===== src/rtl/log_field_byte_encoder_unit_macros.svh =====
// Assertion helpers for the log field byte encoder
`ifndef LOG_FIELD_BYTE_ENCODER_UNIT_MACROS_SVH
`define LOG_FIELD_BYTE_ENCODER_UNIT_MACROS_SVH

// checked only out of reset
`define LFBE_ASSERT(lbl, clk, rst, prop, msg) \
   lbl: assert property (@(posedge clk) disable iff (rst) prop) else $error(msg);

// checked at every edge, reset included
`define LFBE_ASSERT_ALWAYS(lbl, clk, prop, msg) \
   lbl: assert property (@(posedge clk) prop) else $error(msg);

`endif


===== src/rtl/lfbe_pkg.sv =====
`timescale 1ns / 1ps
package lfbe_pkg;

   localparam int LANES     = 4;
   localparam int MAX_BYTES = 9;
   localparam int CNT_W     = 4;

   localparam logic [1:0] CMD_UVARINT = 2'd0;
   localparam logic [1:0] CMD_SVARINT = 2'd1;
   localparam logic [1:0] CMD_TAG8    = 2'd2;

   localparam logic [1:0] CLS_ZERO = 2'd0;
   localparam logic [1:0] CLS_4BIT = 2'd1;
   localparam logic [1:0] CLS_8BIT = 2'd2;
   localparam logic [1:0] CLS_16BIT = 2'd3;

   typedef struct packed {
      logic [1:0]         command;
      logic [31:0]        word;
      logic signed [15:0] field_0;
      logic signed [15:0] field_1;
      logic signed [15:0] field_2;
      logic signed [15:0] field_3;
   } req_type;

   typedef struct packed {
      logic [7:0] out_byte;
      logic       last;
   } rsp_type;

   // one lane's share of the tag8 stream: nibbles left aligned
   typedef struct packed {
      logic [1:0]  cls;
      logic [15:0] nib;
      logic [2:0]  cnt;
   } lane_type;

endpackage


===== src/rtl/log_field_byte_encoder_unit.sv =====
`timescale 1ns / 1ps
// Log field byte encoder.
// Input channel req_: one word per command. Command 0 sends word as an
// unsigned varint, command 1 zigzag-maps it first, command 2 packs
// field_0..field_3 as a tag8 selector byte plus nibbles. Command 3 words
// are taken and dropped without output.
// Output channel rsp_: one encoded byte per word, last marks the final
// byte of an item. An item gives 1 to 5 (varint) or 1 to 9 (tag8) bytes.
// The request is registered in the input stage and then loaded into the
// output buffer, from which the first byte is offered.
// Bytes leave one at a time from the single byte
// output register; the next item is classified in the four lanes while
// the current one drains, and loads as its last byte is taken.
// A stalled rsp_ holds its byte; once the one-deep input stage is full,
// req_stall rises until the output buffer frees up.
// Reset (synchronous) empties the input stage and the output buffer.
module log_field_byte_encoder_unit (
   input  logic              clock,
   input  logic              reset,
   input  logic              req_valid,
   output logic              req_stall,
   input  lfbe_pkg::req_type req_word,
   output logic              rsp_valid,
   input  logic              rsp_stall,
   output lfbe_pkg::rsp_type rsp_word
);
   import lfbe_pkg::*;

`include "log_field_byte_encoder_unit_macros.svh"

   lane_type [LANES-1:0] lane_res;
   lane_type [LANES-1:0] a_lane_ff;
   lane_type [LANES-1:0] a_lane_in;
   logic                 a_valid_ff;
   logic                 a_valid_in;
   logic                 a_tag_ff;
   logic                 a_tag_in;
   logic [31:0]          a_word_ff;
   logic [31:0]          a_word_in;
   logic                 load_ok;
   logic                 a_move;
   logic                 req_take;
   logic [8*MAX_BYTES-1:0] m_bytes;
   logic [CNT_W-1:0]     m_count;

   lfbe_lane u_lane0 (.value(req_word.field_0), .result(lane_res[0]));
   lfbe_lane u_lane1 (.value(req_word.field_1), .result(lane_res[1]));
   lfbe_lane u_lane2 (.value(req_word.field_2), .result(lane_res[2]));
   lfbe_lane u_lane3 (.value(req_word.field_3), .result(lane_res[3]));

   assign a_move    = a_valid_ff && load_ok;
   assign req_stall = a_valid_ff && !load_ok;
   assign req_take  = req_valid && !req_stall;

   always_comb begin
      a_valid_in = a_valid_ff && !a_move;
      a_tag_in   = a_tag_ff;
      a_word_in  = a_word_ff;
      a_lane_in  = a_lane_ff;
      if (req_take) begin
         a_valid_in = (req_word.command == CMD_UVARINT) ||
                      (req_word.command == CMD_SVARINT) ||
                      (req_word.command == CMD_TAG8);
         a_tag_in   = (req_word.command == CMD_TAG8);
         a_lane_in  = lane_res;
         if (req_word.command == CMD_SVARINT) begin
            a_word_in = {req_word.word[30:0], 1'b0} ^ {32{req_word.word[31]}};
         end else begin
            a_word_in = req_word.word;
         end
      end
   end

   always_ff @(posedge clock) begin
      a_tag_ff  <= a_tag_in;
      a_word_ff <= a_word_in;
      a_lane_ff <= a_lane_in;
      if (reset) begin
         a_valid_ff <= 1'b0;
      end else begin
         a_valid_ff <= a_valid_in;
      end
   end

   lfbe_merge u_merge (
      .is_tag8 (a_tag_ff),
      .vword   (a_word_ff),
      .lanes   (a_lane_ff),
      .bytes   (m_bytes),
      .count   (m_count)
   );

   lfbe_ser u_ser (
      .clock      (clock),
      .reset      (reset),
      .load_valid (a_valid_ff),
      .load_bytes (m_bytes),
      .load_count (m_count),
      .load_ok    (load_ok),
      .rsp_valid  (rsp_valid),
      .rsp_stall  (rsp_stall),
      .rsp_word   (rsp_word)
   );

   `LFBE_ASSERT(a_move_gives_byte, clock, reset, a_move |=> rsp_valid, "load left output empty")
   `LFBE_ASSERT(mid_item_continues, clock, reset, (rsp_valid && !rsp_word.last && !rsp_stall) |=> rsp_valid, "item cut short")
   `LFBE_ASSERT(no_stage_overrun, clock, reset, req_take |-> (!a_valid_ff || a_move), "input stage overwritten")
   `LFBE_ASSERT_ALWAYS(reset_empties, clock, reset |=> (!rsp_valid && !a_valid_ff), "not empty after reset")

endmodule


===== src/rtl/lfbe_lane.sv =====
`timescale 1ns / 1ps
module lfbe_lane (
   input  logic signed [15:0] value,
   output lfbe_pkg::lane_type result
);
   import lfbe_pkg::*;

   logic fits_4;
   logic fits_8;

   // value fits when all bits above the kept field equal its sign bit
   assign fits_4 = (value[15:3] == '0) || (value[15:3] == '1);
   assign fits_8 = (value[15:7] == '0) || (value[15:7] == '1);

   always_comb begin
      if (value == '0) begin
         result.cls = CLS_ZERO;
         result.nib = '0;
         result.cnt = 3'd0;
      end else if (fits_4) begin
         result.cls = CLS_4BIT;
         result.nib = {value[3:0], 12'd0};
         result.cnt = 3'd1;
      end else if (fits_8) begin
         result.cls = CLS_8BIT;
         result.nib = {value[7:0], 8'd0};
         result.cnt = 3'd2;
      end else begin
         result.cls = CLS_16BIT;
         result.nib = value;
         result.cnt = 3'd4;
      end
   end

endmodule


===== src/rtl/lfbe_merge.sv =====
`timescale 1ns / 1ps
module lfbe_merge (
   input  logic                                  is_tag8,
   input  logic [31:0]                           vword,
   input  lfbe_pkg::lane_type [lfbe_pkg::LANES-1:0] lanes,
   output logic [8*lfbe_pkg::MAX_BYTES-1:0]      bytes,
   output logic [lfbe_pkg::CNT_W-1:0]            count
);
   import lfbe_pkg::*;

   logic [63:0]      stream;
   logic [4:0]       off;
   logic [7:0]       sel;
   logic [6:0]       grp [5];
   logic [7:0]       vb [5];
   logic [CNT_W-1:0] vcnt;
   logic [CNT_W-1:0] tcnt;

   always_comb begin
      stream = '0;
      off    = '0;
      for (int i = 0; i < LANES; i++) begin
         stream = stream | ({lanes[i].nib, 48'd0} >> {off, 2'b00});
         off    = off + {2'b00, lanes[i].cnt};
      end
      for (int i = 0; i < LANES; i++) begin
         sel[2*i +: 2] = lanes[i].cls;
      end
      // selector byte, then whole nibble pairs; odd count rounds up
      tcnt = CNT_W'(1) + CNT_W'((off + 5'd1) >> 1);
   end

   always_comb begin
      for (int k = 0; k < 4; k++) begin
         grp[k] = vword[7*k +: 7];
      end
      grp[4] = {3'b000, vword[31:28]};
      if (grp[4] != '0) begin
         vcnt = CNT_W'(5);
      end else if (grp[3] != '0) begin
         vcnt = CNT_W'(4);
      end else if (grp[2] != '0) begin
         vcnt = CNT_W'(3);
      end else if (grp[1] != '0) begin
         vcnt = CNT_W'(2);
      end else begin
         vcnt = CNT_W'(1);
      end
      for (int k = 0; k < 5; k++) begin
         vb[k] = {(CNT_W'(k + 1) < vcnt), grp[k]};
      end
   end

   always_comb begin
      if (is_tag8) begin
         bytes = {sel, stream};
         count = tcnt;
      end else begin
         bytes = {vb[0], vb[1], vb[2], vb[3], vb[4], 32'd0};
         count = vcnt;
      end
   end

endmodule


===== src/rtl/lfbe_ser.sv =====
`timescale 1ns / 1ps
module lfbe_ser (
   input  logic                             clock,
   input  logic                             reset,
   input  logic                             load_valid,
   input  logic [8*lfbe_pkg::MAX_BYTES-1:0] load_bytes,
   input  logic [lfbe_pkg::CNT_W-1:0]       load_count,
   output logic                             load_ok,
   output logic                             rsp_valid,
   input  logic                             rsp_stall,
   output lfbe_pkg::rsp_type                rsp_word
);
   import lfbe_pkg::*;

   logic [8*MAX_BYTES-1:0] buf_ff;
   logic [8*MAX_BYTES-1:0] buf_in;
   logic [CNT_W-1:0]       cnt_ff;
   logic [CNT_W-1:0]       cnt_in;
   logic                   take;

   assign rsp_valid         = (cnt_ff != '0);
   assign take              = rsp_valid && !rsp_stall;
   assign rsp_word.out_byte = buf_ff[8*MAX_BYTES-1 -: 8];
   assign rsp_word.last     = (cnt_ff == CNT_W'(1));
   assign load_ok           = !rsp_valid || (rsp_word.last && !rsp_stall);

   always_comb begin
      buf_in = buf_ff;
      cnt_in = cnt_ff;
      if (load_valid && load_ok) begin
         buf_in = load_bytes;
         cnt_in = load_count;
      end else if (take) begin
         buf_in = {buf_ff[8*MAX_BYTES-9:0], 8'd0};
         cnt_in = cnt_ff - CNT_W'(1);
      end
   end

   always_ff @(posedge clock) begin
      buf_ff <= buf_in;
      if (reset) begin
         cnt_ff <= '0;
      end else begin
         cnt_ff <= cnt_in;
      end
   end

endmodule

===== config.mk =====
export PLATFORM = sky130hd
export DESIGN_NAME = log_field_byte_encoder_unit
export DESIGN_NICKNAME = d
export VERILOG_FILES = /design/src/rtl/lfbe_pkg.sv /design/src/rtl/log_field_byte_encoder_unit.sv /design/src/rtl/lfbe_lane.sv /design/src/rtl/lfbe_merge.sv /design/src/rtl/lfbe_ser.sv
export VERILOG_INCLUDE_DIRS = /design/src /design/src/rtl
export SDC_FILE = /design/constraint.sdc
export NUM_CORES = 1
export LEC_CHECK = 0
export ABC_AREA = 1
export BUFFER_PORTS_ARGS = -buffer_cell sky130_fd_sc_hd__buf_2
export CAP_MARGIN = 15
export CORE_UTILIZATION = 40
export CTS_BUF_LIST = sky130_fd_sc_hd__clkbuf_8 sky130_fd_sc_hd__clkbuf_16
export CTS_CLUSTER_SIZE = 25
export DETAILED_ROUTE_END_ITERATION = 10
export PLACE_DENSITY = 0.53
export SLEW_MARGIN = 20
export SYNTH_ARGS = -nofsm -noshare
export SYNTH_HDL_FRONTEND = slang
export SYNTH_HIERARCHICAL = 1
export SYNTH_SLANG_ARGS = --single-unit

===== constraint.sdc =====
create_clock -name clock -period 12.45 [get_ports clock]
set_clock_uncertainty 0.05 [all_clocks]
set_input_delay 1.245 -clock clock [delete_from_list [all_inputs] [get_ports clock]]
set_output_delay 1.245 -clock clock [all_outputs]
set_load 0.03 [all_outputs]

Word-level counts from Yosys, hierarchy flattened

Index checks and enable logic that the tools add are counted.

$lt $le $gt $ge: 5
Bitwise gates (word level): 4
$add $sub $neg: 6
Shift operators: 3
Div/mod/pow operators: 0
Muxes and demuxes: 20
Multiply operators: 0
Reductions and logical operators: 49
Eq/ne operators: 11

Operators by type and width:

| operator             | count |
|---|---|
| $mux 72              | 3 |
| $or 64x64->64        | 3 |
| $mux 20              | 8 |
| $shr 64x7->64        | 2 |
| $logic_not 16->1     | 4 |
| $shr 64x5->64        | 1 |
| $eq 13x13->1 const B | 4 |
| $logic_not 13->1     | 4 |
| $eq 9x9->1 const B   | 4 |
| $logic_not 9->1      | 4 |
| $mux 32              | 1 |
| $xor 32x32->32       | 1 |
| $mux 4               | 6 |
| $reduce_bool 7->1    | 3 |
| $reduce_or 3->1      | 4 |
| $logic_or 1x1->1     | 11 |
| $add 5x3->5          | 2 |
| $lt 2x4->1 const A   | 2 |
| $lt 3x4->1 const A   | 2 |
| $reduce_bool 4->1    | 2 |
| $reduce_or 2->1      | 4 |
| $logic_and 1x1->1    | 6 |
| $add 5x1->5 const B  | 1 |
| $logic_not 1->1      | 5 |
| other kinds (11)     | 11 |

Register bits after elaboration: 194
Latch bits: 0
Word-level logic and storage cells: 131
Memory bits (writable): 0
Memory bits (read-only): 0
Output and inout port bits: 11
Memories kept: 0

Depth between registers and ports, before layout

Gate-level depths: netlist of the first run.

Word-level depth: 8
Mapped depth: 25
Mapped depth without buffers: 22

Cells and area by module

The synthesis of the first run kept the hierarchy.

By module, submodules not included:

| module                      | area each (um2) | instances | cells each | sequential area each (um2) |
|---|---|---|---|---|
| log_field_byte_encoder_unit | 4471.8          | 1         | 360        | 3533.4 |
| lfbe_merge                  | 4200.3          | 1         | 919        | 0.0 |
| lfbe_ser                    | 3447.1          | 1         | 357        | 2242.2 |
| lfbe_lane                   | 381.6           | 4         | 80         | 0.0 |

Worst setup path after synthesis of the first run

No wires, ideal clock.

Path kind: input -> register
Start: in rsp_stall
End: reg a_lane_ff[0] (netlist name) (enable)
Setup time: 0.595 ns
Data required time: 11.805 ns
Data arrival time: 6.672 ns
Slack: 5.134 ns
Cell stages on the path: 7
Buffers on the path: 0
Cell sequence: inv_1 nand3_1 nand2_2 inv_1 nand2_1 inv_1 nor2_1

Cells in the longest elaborated chain, start to end: 7

RTL lines:

| what                 | line                              | RTL |
|---|---|---|
| from (decl)          | log_field_byte_encoder_unit.sv:24 | `input logic rsp_stall,` |
| $logic_not 1->1      | lfbe_ser.sv:25                    | `assign load_ok = !rsp_valid \|\| (rsp_word.last && !rsp_stall);` |
| $logic_and 1x1->1    | lfbe_ser.sv:25                    |  |
| $logic_or 1x1->1     | lfbe_ser.sv:25                    |  |
| net load_ok          | log_field_byte_encoder_unit.sv:40 | `logic load_ok;` |
| $logic_not 1->1      | log_field_byte_encoder_unit.sv:52 | `assign req_stall = a_valid_ff && !load_ok;` |
| $logic_and 1x1->1    | log_field_byte_encoder_unit.sv:52 |  |
| net req_stall        | log_field_byte_encoder_unit.sv:21 | `output logic req_stall,` |
| $logic_not 1->1      | log_field_byte_encoder_unit.sv:53 | `assign req_take = req_valid && !req_stall;` |
| $logic_and 1x1->1    | log_field_byte_encoder_unit.sv:53 |  |
| net req_take         | log_field_byte_encoder_unit.sv:42 | `logic req_take;` |
| to (signal assigned) | log_field_byte_encoder_unit.sv:77 | `a_lane_ff <= a_lane_in;` |
| to (decl)            | log_field_byte_encoder_unit.sv:32 | `lane_type [LANES-1:0] a_lane_ff;` |

The timed path passes the listed nets, and every way through them passes these cells.
A chain may end at the register's enable or synchronous reset.

Final worst setup path of the first run

Start: reg a_lane_ff[0] (netlist name)
End: reg u_ser.cnt_ff[3]

Cells in the longest elaborated chain, start to end: 7

RTL lines:

| what                      | line                              | RTL |
|---|---|---|
| $add 3x3->4               | lfbe_merge.sv:24                  | `off = off + {2'b00, lanes[i].cnt};` |
| $add 5x3->5 (2 in series) | lfbe_merge.sv:24                  |  |
| $add 5x1->5               | lfbe_merge.sv:30                  | `tcnt = CNT_W'(1) + CNT_W'((off + 5'd1) >> 1);` |
| $add 1x4->4               | lfbe_merge.sv:30                  |  |
| $mux 4                    | lfbe_merge.sv:55                  | `if (is_tag8) begin` |
| net m_count[3]            | log_field_byte_encoder_unit.sv:44 | `logic [CNT_W-1:0] m_count;` |
| $mux 4                    | lfbe_ser.sv:30                    | `if (load_valid && load_ok) begin` |
| to (signal assigned)      | lfbe_ser.sv:44                    | `cnt_ff <= cnt_in;` |
| to (decl)                 | lfbe_ser.sv:17                    | `logic [CNT_W-1:0] cnt_ff;` |

The timed path passes the listed nets, and every way through them passes these cells.

==> results.ini, run 1 <==
[status]
outcome = complete, no violations

[timing]
fin_tns_setup_ns = 0
max_slew_margin = 0.292
drv_slew = 0
setup_viol = 0
hold-worst-slack_ns = 0.469
period_minus_slack_ns = 4.59
grt_setup_unrepaired = no
worst_pin_slew_ns = 1.06
max_freq_mhz = 218
hold_viol = 0
fin_crit_sh = 0.368

[die]
coreArea_sq_um = 33500
start_util = 0.407
rows = 67
die_h_um = 187
fp.dieW_um = 187
num_io_pins = 113
die_area_sq_um = 34900

[route]
postRouteAntennaNets = 0
route.detailed.drc = 0
routedWlPerCell_um = 17.9
drtIter0Drc = 1270
vias = 12600
routed_wl_um = 43800
firstDrtPassIters = 8
via_per_inst = 5.14

[global_route]
grt_pass1_wl_um = 68200
grt_max_degree = 79
overflow = 0
grt_pass1_vias = 12000
grt_antenna_before_repair = 0
track_usage = 0.255

[place]
gp_congestion = 0.918
hpwl_um = 32700
dp.cells = 2419
io_buffers = 112

[flow_run]
maxCapViolCount = 0

[power]
power.density_nw_per_um2 = 177
leakage_nw = 6.83
vdd_drop_max_mv = 0.188
total_power_mw = 2.63

[clock_network]
cts.path.max_buffers = 2
clock-sinks = 194
cts_root_buffer = clkbuf_16
path_clk_slew_ns = 0.08
cts_hold_buf = 0
clk_latency_ns = 0.45
numCtsBuffers = 17
h-tree-depth = 4
cts_setup_buffers = 0
cts_resized = 0
cts_tree = built

[cells_and_area]
regArea_sq_um = 5780
nets = 2108
diodes = 0
final_layout_size_suffix_gt1_frac = 0.110
postLayoutCoreUtil = 0.443
multi_input_comb_area_sq_um = 6730
most-common-layout-cells = 850 x nand2_1, 216 x nor2_1, 189 x edfxtp_1
stdcell_count = 2451
fillers = 3549
area_growth_pct = 8.84
final_common_cell = nand2_1

[critical_path]
path_class = flop to flop
endpoint_kind = flop
slowest_delay_ns = 0.70
r2r-start = a_lane_ff[0]
critPathBufInv = 4
rr_worst_depth = 22
start_kind = flop
critPathMaxFanout = 30
crit_start = a_lane_ff[0]
crit_arrival_ns = 4.92
slowest_stage = edfxtp_1
rrSetupSlack_ns = 7.86
crit_chain = ha_1 -> fa_1 -> nand2_1 -> inv_1 -> nor2_4 -> ha_1 -> nand2_1 -> inv_1 -> nor2_2 -> buf_4 -> ha_1 -> a21oi_1 -> o21ai_0 -> nand3_1 -> nand3_1 -> nand2_1 -> nand2_1 -> nor2_1 -> inv_1 -> nand3_1 -> nand3_1 -> a21oi_1
critPathCapture = u_ser/cnt_ff[3]
crit_required_ns = 12.79
r2r_end = u_ser/cnt_ff[3]
path_depth = 22
crit_family = adder cells

[synth]
netlist_area_sq_um = 13600
synth.distinct_cells = 43
async_reset_ff_frac = 0
synth-seq-area-share = 0.423
synth-edff-count = 189
synth_flop_cell = edfxtp_1
netlist_instances = 1956
ys_ff_latch = 194
syn_nets = 2074
ys.warnings.count = 6
avgSynthCellArea_sq_um = 6.98

[min_path]
holdCritPathClass = flop to flop

layer usage:
| metal | GRT usage | vias up | share of wire |
|---|---|---|---|
| met3 | 0.0305 | 38 | 0.049 |
| li1 | - | 6333 | - |
| met1 | 0.364 | 5867 | 0.47 |
| met5 | 0 | - | 0 |
| met4 | 0.0684 | 0 | 0.018 |
| met2 | 0.410 | 365 | 0.46 |
metrics by stage:
stage	setup WS (ns)	instance area, sq um
after floorplan	5.13	13600
after global placement	7.97	14300
after detailed placement	7.88	14300
after CTS	7.86	14900
after global routing	7.50	14900
final	7.86	14900
worst reg2reg max path: cells and delay by family (launching register included):
| family | cells | cell delay (ns) |
|---|---|---|
| flip-flops | 1 | 0.70 |
| buffers and inverters | 4 | 0.49 |
| AND/OR/NAND/NOR | 11 | 1.35 |
| AO/OA/AOI/OAI | 3 | 0.43 |
| adder cells (fa/ha/maj) | 4 | 1.50 |
how the worst min path moves through the flow:
stage / slack [ns] / cells after the start / endpoint / startpoint
2_1_floorplan: 0.44 / 2 / u_ser/cnt_ff[3] / u_ser/cnt_ff[3]
6_report: 0.47 / 2 / u_ser/buf_ff[24] / u_ser/buf_ff[16]
4_1_cts: 0.47 / 2 / u_ser/buf_ff[58] / u_ser/buf_ff[50]
3_5_place_dp: 0.45 / 2 / u_ser/buf_ff[58] / u_ser/buf_ff[50]
3_3_place_gp: 0.45 / 2 / u_ser/buf_ff[29] / u_ser/buf_ff[21]
5_1_grt: 0.49 / 2 / u_ser/buf_ff[24] / u_ser/buf_ff[16]
power breakdown:
group / switching, mW / internal [mW]
registers: 0.0666 / 0.960
clock network: 0.259 / 0.298
logic: 0.765 / 0.284
total: 1.09 / 1.54
cell type report:
cell class                 count  share of cell area
tap                          448              0.0377
clock inverter                15              0.0106
inverter                     148              0.0381
multi-input combinational   1507               0.453
sequential                   194               0.389
timing repair buffer         122              0.0428
clock buffer                  17              0.0286
Yosys cell counts (all sizes together) (3+ instances only):
master  number  area (sq um)
a21boi       8          60.1
nand3      190           976
dfxtp        5           100
nand3b       8          60.1
nand2      870          3360
clkbuf      31           116
o22a         3          26.3
fa           3          60.1
o22ai        4          25.0
ha          13           163
nor2       237          1040
nor3        17          85.1
inv        146           558
o21ai       61           309
edfxtp     189          5680
a31oi       14          87.6
a21oi       63           319
buf         76           492
o211ai       6          45.0
kinds of logic after synthesis:
group | Yosys count | share of synthesized area
XOR/XNOR | 2 | 0.00128
adder cells (fa/ha/maj) | 16 | 0.0163
buffers and inverters | 255 | 0.0860
AND/OR/NAND/NOR | 1327 | 0.407
flip-flops | 194 | 0.423
AO/OA/AOI/OAI | 162 | 0.0657
registers in the layout, indices dropped and copies added, names as in the netlist:
signal	cells
a_word_ff	32
a_lane_ff	84
u_ser/buf_ff	72
a_tag_ff	1
a_valid_ff	1
u_ser/cnt_ff	4
(Power assumes the default switching activity.)
==> run 2, diff against run 1 <==
==> constraint.sdc (replaced) <==
create_clock -name clock -period 4.6 [get_ports clock]
set_clock_uncertainty 0.05 [all_clocks]
set_input_delay 0.46 -clock clock [delete_from_list [all_inputs] [get_ports clock]]
set_output_delay 0.46 -clock clock [all_outputs]
set_load 0.03 [all_outputs]
==> run 2 against run 1 <==
Count of clock-buffer cells in the layout unchanged; core utilization increased by 0.40 points; critical path depth decreased by 2; sequential cell count unchanged; hold slack got worse by 0.28 ns; non-clock buffer count increased by 14; critical path type unchanged; highest routed layer unchanged.
==> results.ini, run 2 (synthesis gave the netlist of run 1 again) <==
[die]
fp.dieW_um = 187  ; unchanged
die_h_um = 187  ; unchanged
rows = 67  ; unchanged
start_util = 0.407  ; unchanged
coreArea_sq_um = 33500  ; unchanged
die_area_sq_um = 34900  ; unchanged
num_io_pins = 113  ; unchanged

[power]
intPower_mw = 4.18  ; +170%
switchingPower_mw = 3.01  ; +180%
p_sw_frac = 0.418  ; +0.00392
vdd_drop_max_mv = 0.391  ; +110%
leakage_nw = 6.90  ; +0.93%
pwr-share-clk = 0.211  ; about the same
pwr-share-comb = 0.404  ; +0.006
power.density_nw_per_um2 = 480  ; +170%
seqPwrFrac = 0.385  ; -0.005

[timing]
hold-worst-slack_ns = 0.190  ; -0.279 ns
drv_slew = 0  ; unchanged
period_minus_slack_ns = 3.76  ; -0.823 ns
hold_viol = 0  ; unchanged
fin_crit_sh = 0.818  ; +0.450
max_freq_mhz = 266  ; +22%
grt_setup_unrepaired = no
max_slew_margin = 0.302  ; +0.0101
setup_viol = 0  ; unchanged
layout_setup_ws_ns = 0.836  ; -7.03 ns
worst_pin_slew_ns = 1.04  ; -0.0176 ns
fin_tns_setup_ns = 0  ; unchanged

[clock_network]
cts_setup_buffers = 0  ; unchanged
clk_latency_ns = 0.45  ; about the same
h-tree-depth = 4  ; unchanged
numCtsBuffers = 17  ; unchanged
clock-sinks = 194  ; unchanged
cts_hold_buf = 0  ; unchanged
cts_root_buffer = clkbuf_16
path_clk_slew_ns = 0.08  ; about the same
cts.path.max_buffers = 2  ; unchanged
cts_tree = built
cts_resized = 0  ; unchanged

[critical_path]
path_class = flop to flop
crit_required_ns = 4.94  ; -7.85 ns
crit_family = adder cells
endpoint_kind = flop
start_kind = flop
critPathMaxFanout = 24  ; -20%
slowest_delay_ns = 0.43  ; -0.27 ns
critPathBufInv = 4  ; unchanged
slowest_stage = fa_1
crit_arrival_ns = 4.10  ; -0.82 ns
crit_chain = buf_4 -> ha_1 -> ha_1 -> fa_1 -> nand2_1 -> inv_1 -> nor2_2 -> buf_4 -> ha_1 -> a21oi_1 -> o21ai_0 -> nand3_1 -> nand3_1 -> nand2_1 -> nand2_1 -> nor2_1 -> inv_1 -> nand3_1 -> nand3_1 -> a21oi_1
crit_top_cell = nand3_1

[place]
hpwl_um = 34200  ; +4.6%
place_ws_ns = 0.899  ; -6.98 ns
gp_congestion = 0.993  ; +8.2%
io_buffers = 112  ; unchanged

[route]
routedWlPerCell_um = 17.9  ; +0.45%
drtIter0Drc = 1218  ; -4.1%
firstDrtPassIters = 6  ; -2
routed_wl_um = 44200  ; +1.0%
vias = 12700  ; +0.59%
via_per_inst = 5.14  ; about the same
route.detailed.drc = 0  ; unchanged
postRouteAntennaNets = 0  ; unchanged

[cells_and_area]
largest_register_ff_count = 84  ; unchanged
diodes = 0  ; unchanged
regMostFlops = a_lane_ff
nets = 2122  ; +0.66%
final_common_cell = nand2_1
postLayoutCoreUtil = 0.447  ; +0.00396
reg.largest.list = a_lane_ff: 84 flops, u_ser/buf_ff: 72 flops, a_word_ff: 32 flops
final_layout_size_suffix_gt1_frac = 0.118  ; +0.00767
area_growth_pct = 9.81
most-common-layout-cells = 850 x nand2_1, 216 x nor2_1, 189 x edfxtp_1

[status]
outcome = complete, no violations

[global_route]
track_usage = 0.257  ; +0.00166
grt_antenna_before_repair = 0  ; unchanged
overflow = 0  ; unchanged
grt_max_degree = 55  ; -30%
grt_pass1_vias = 11900  ; -0.25%
grt_pass1_wl_um = 68500  ; +0.43%

[flow_run]
maxCapViolCount = 0  ; unchanged

[min_path]
holdCritPathClass = primary input to flop

-- run 2: final cells by class --
| cell class | instances | area [sq um] |
|---|---|---|
| fill | 3555 | 18500 |
| timing repair buffer | 136 | 766 |
| inverter | 148 | 566 |
| tap | 448 | 561 |
| sequential | 194 | 5780 |
| clock inverter | 15 | 165 |
| multi-input combinational | 1507 | 6730 |
| clock buffer | 17 | 425 |
-- run 2: layer usage --
| metal | global-route usage | routed length, um | share of wire | vias to the layer above |
|---|---|---|---|---|
| li1 | - | - | - | 6377 |
| met1 | 0.375 | 21200 | 0.48 | 5928 |
| met2 | 0.394 | 19700 | 0.45 | 337 |
| met3 | 0.0374 | 2340 | 0.053 | 35 |
| met4 | 0.0738 | 1020 | 0.023 | 0 |
| met5 | 0 | 0 | 0 | - |
-- run 2: stage by stage --
stage	cell area [sq um]	power, mW	instances
2_1_floorplan	13700	4.85	1956
3_3_place_gp	14400	5.68	2433
3_5_place_dp	14400	5.68	2433
4_1_cts	15000	7.20	2465
5_1_grt	15000	7.66	2465
6_report	15000	7.19	2465
-- run 2: path summary, 6_finish.rpt --
path	cells after the start	slack (ns)	from	to
max	20	0.84	a_lane_ff[0]	u_ser/cnt_ff[3]
max reg2reg	20	0.84	a_lane_ff[0]	u_ser/cnt_ff[3]
min reg2reg	2	0.47	u_ser/buf_ff[30]	u_ser/buf_ff[38]
min	2	0.19	reset	u_ser/cnt_ff[2]
-- run 2: power by group through the flow --
stage	logic [mW]	clock network [mW]	registers [mW]
final	2.91	1.51	2.77
after global routing	3.23	1.61	2.81
after CTS	2.89	1.54	2.77
after detailed placement	2.87	0	2.81
after global placement	2.88	0	2.79
after floorplan	2.09	0	2.76
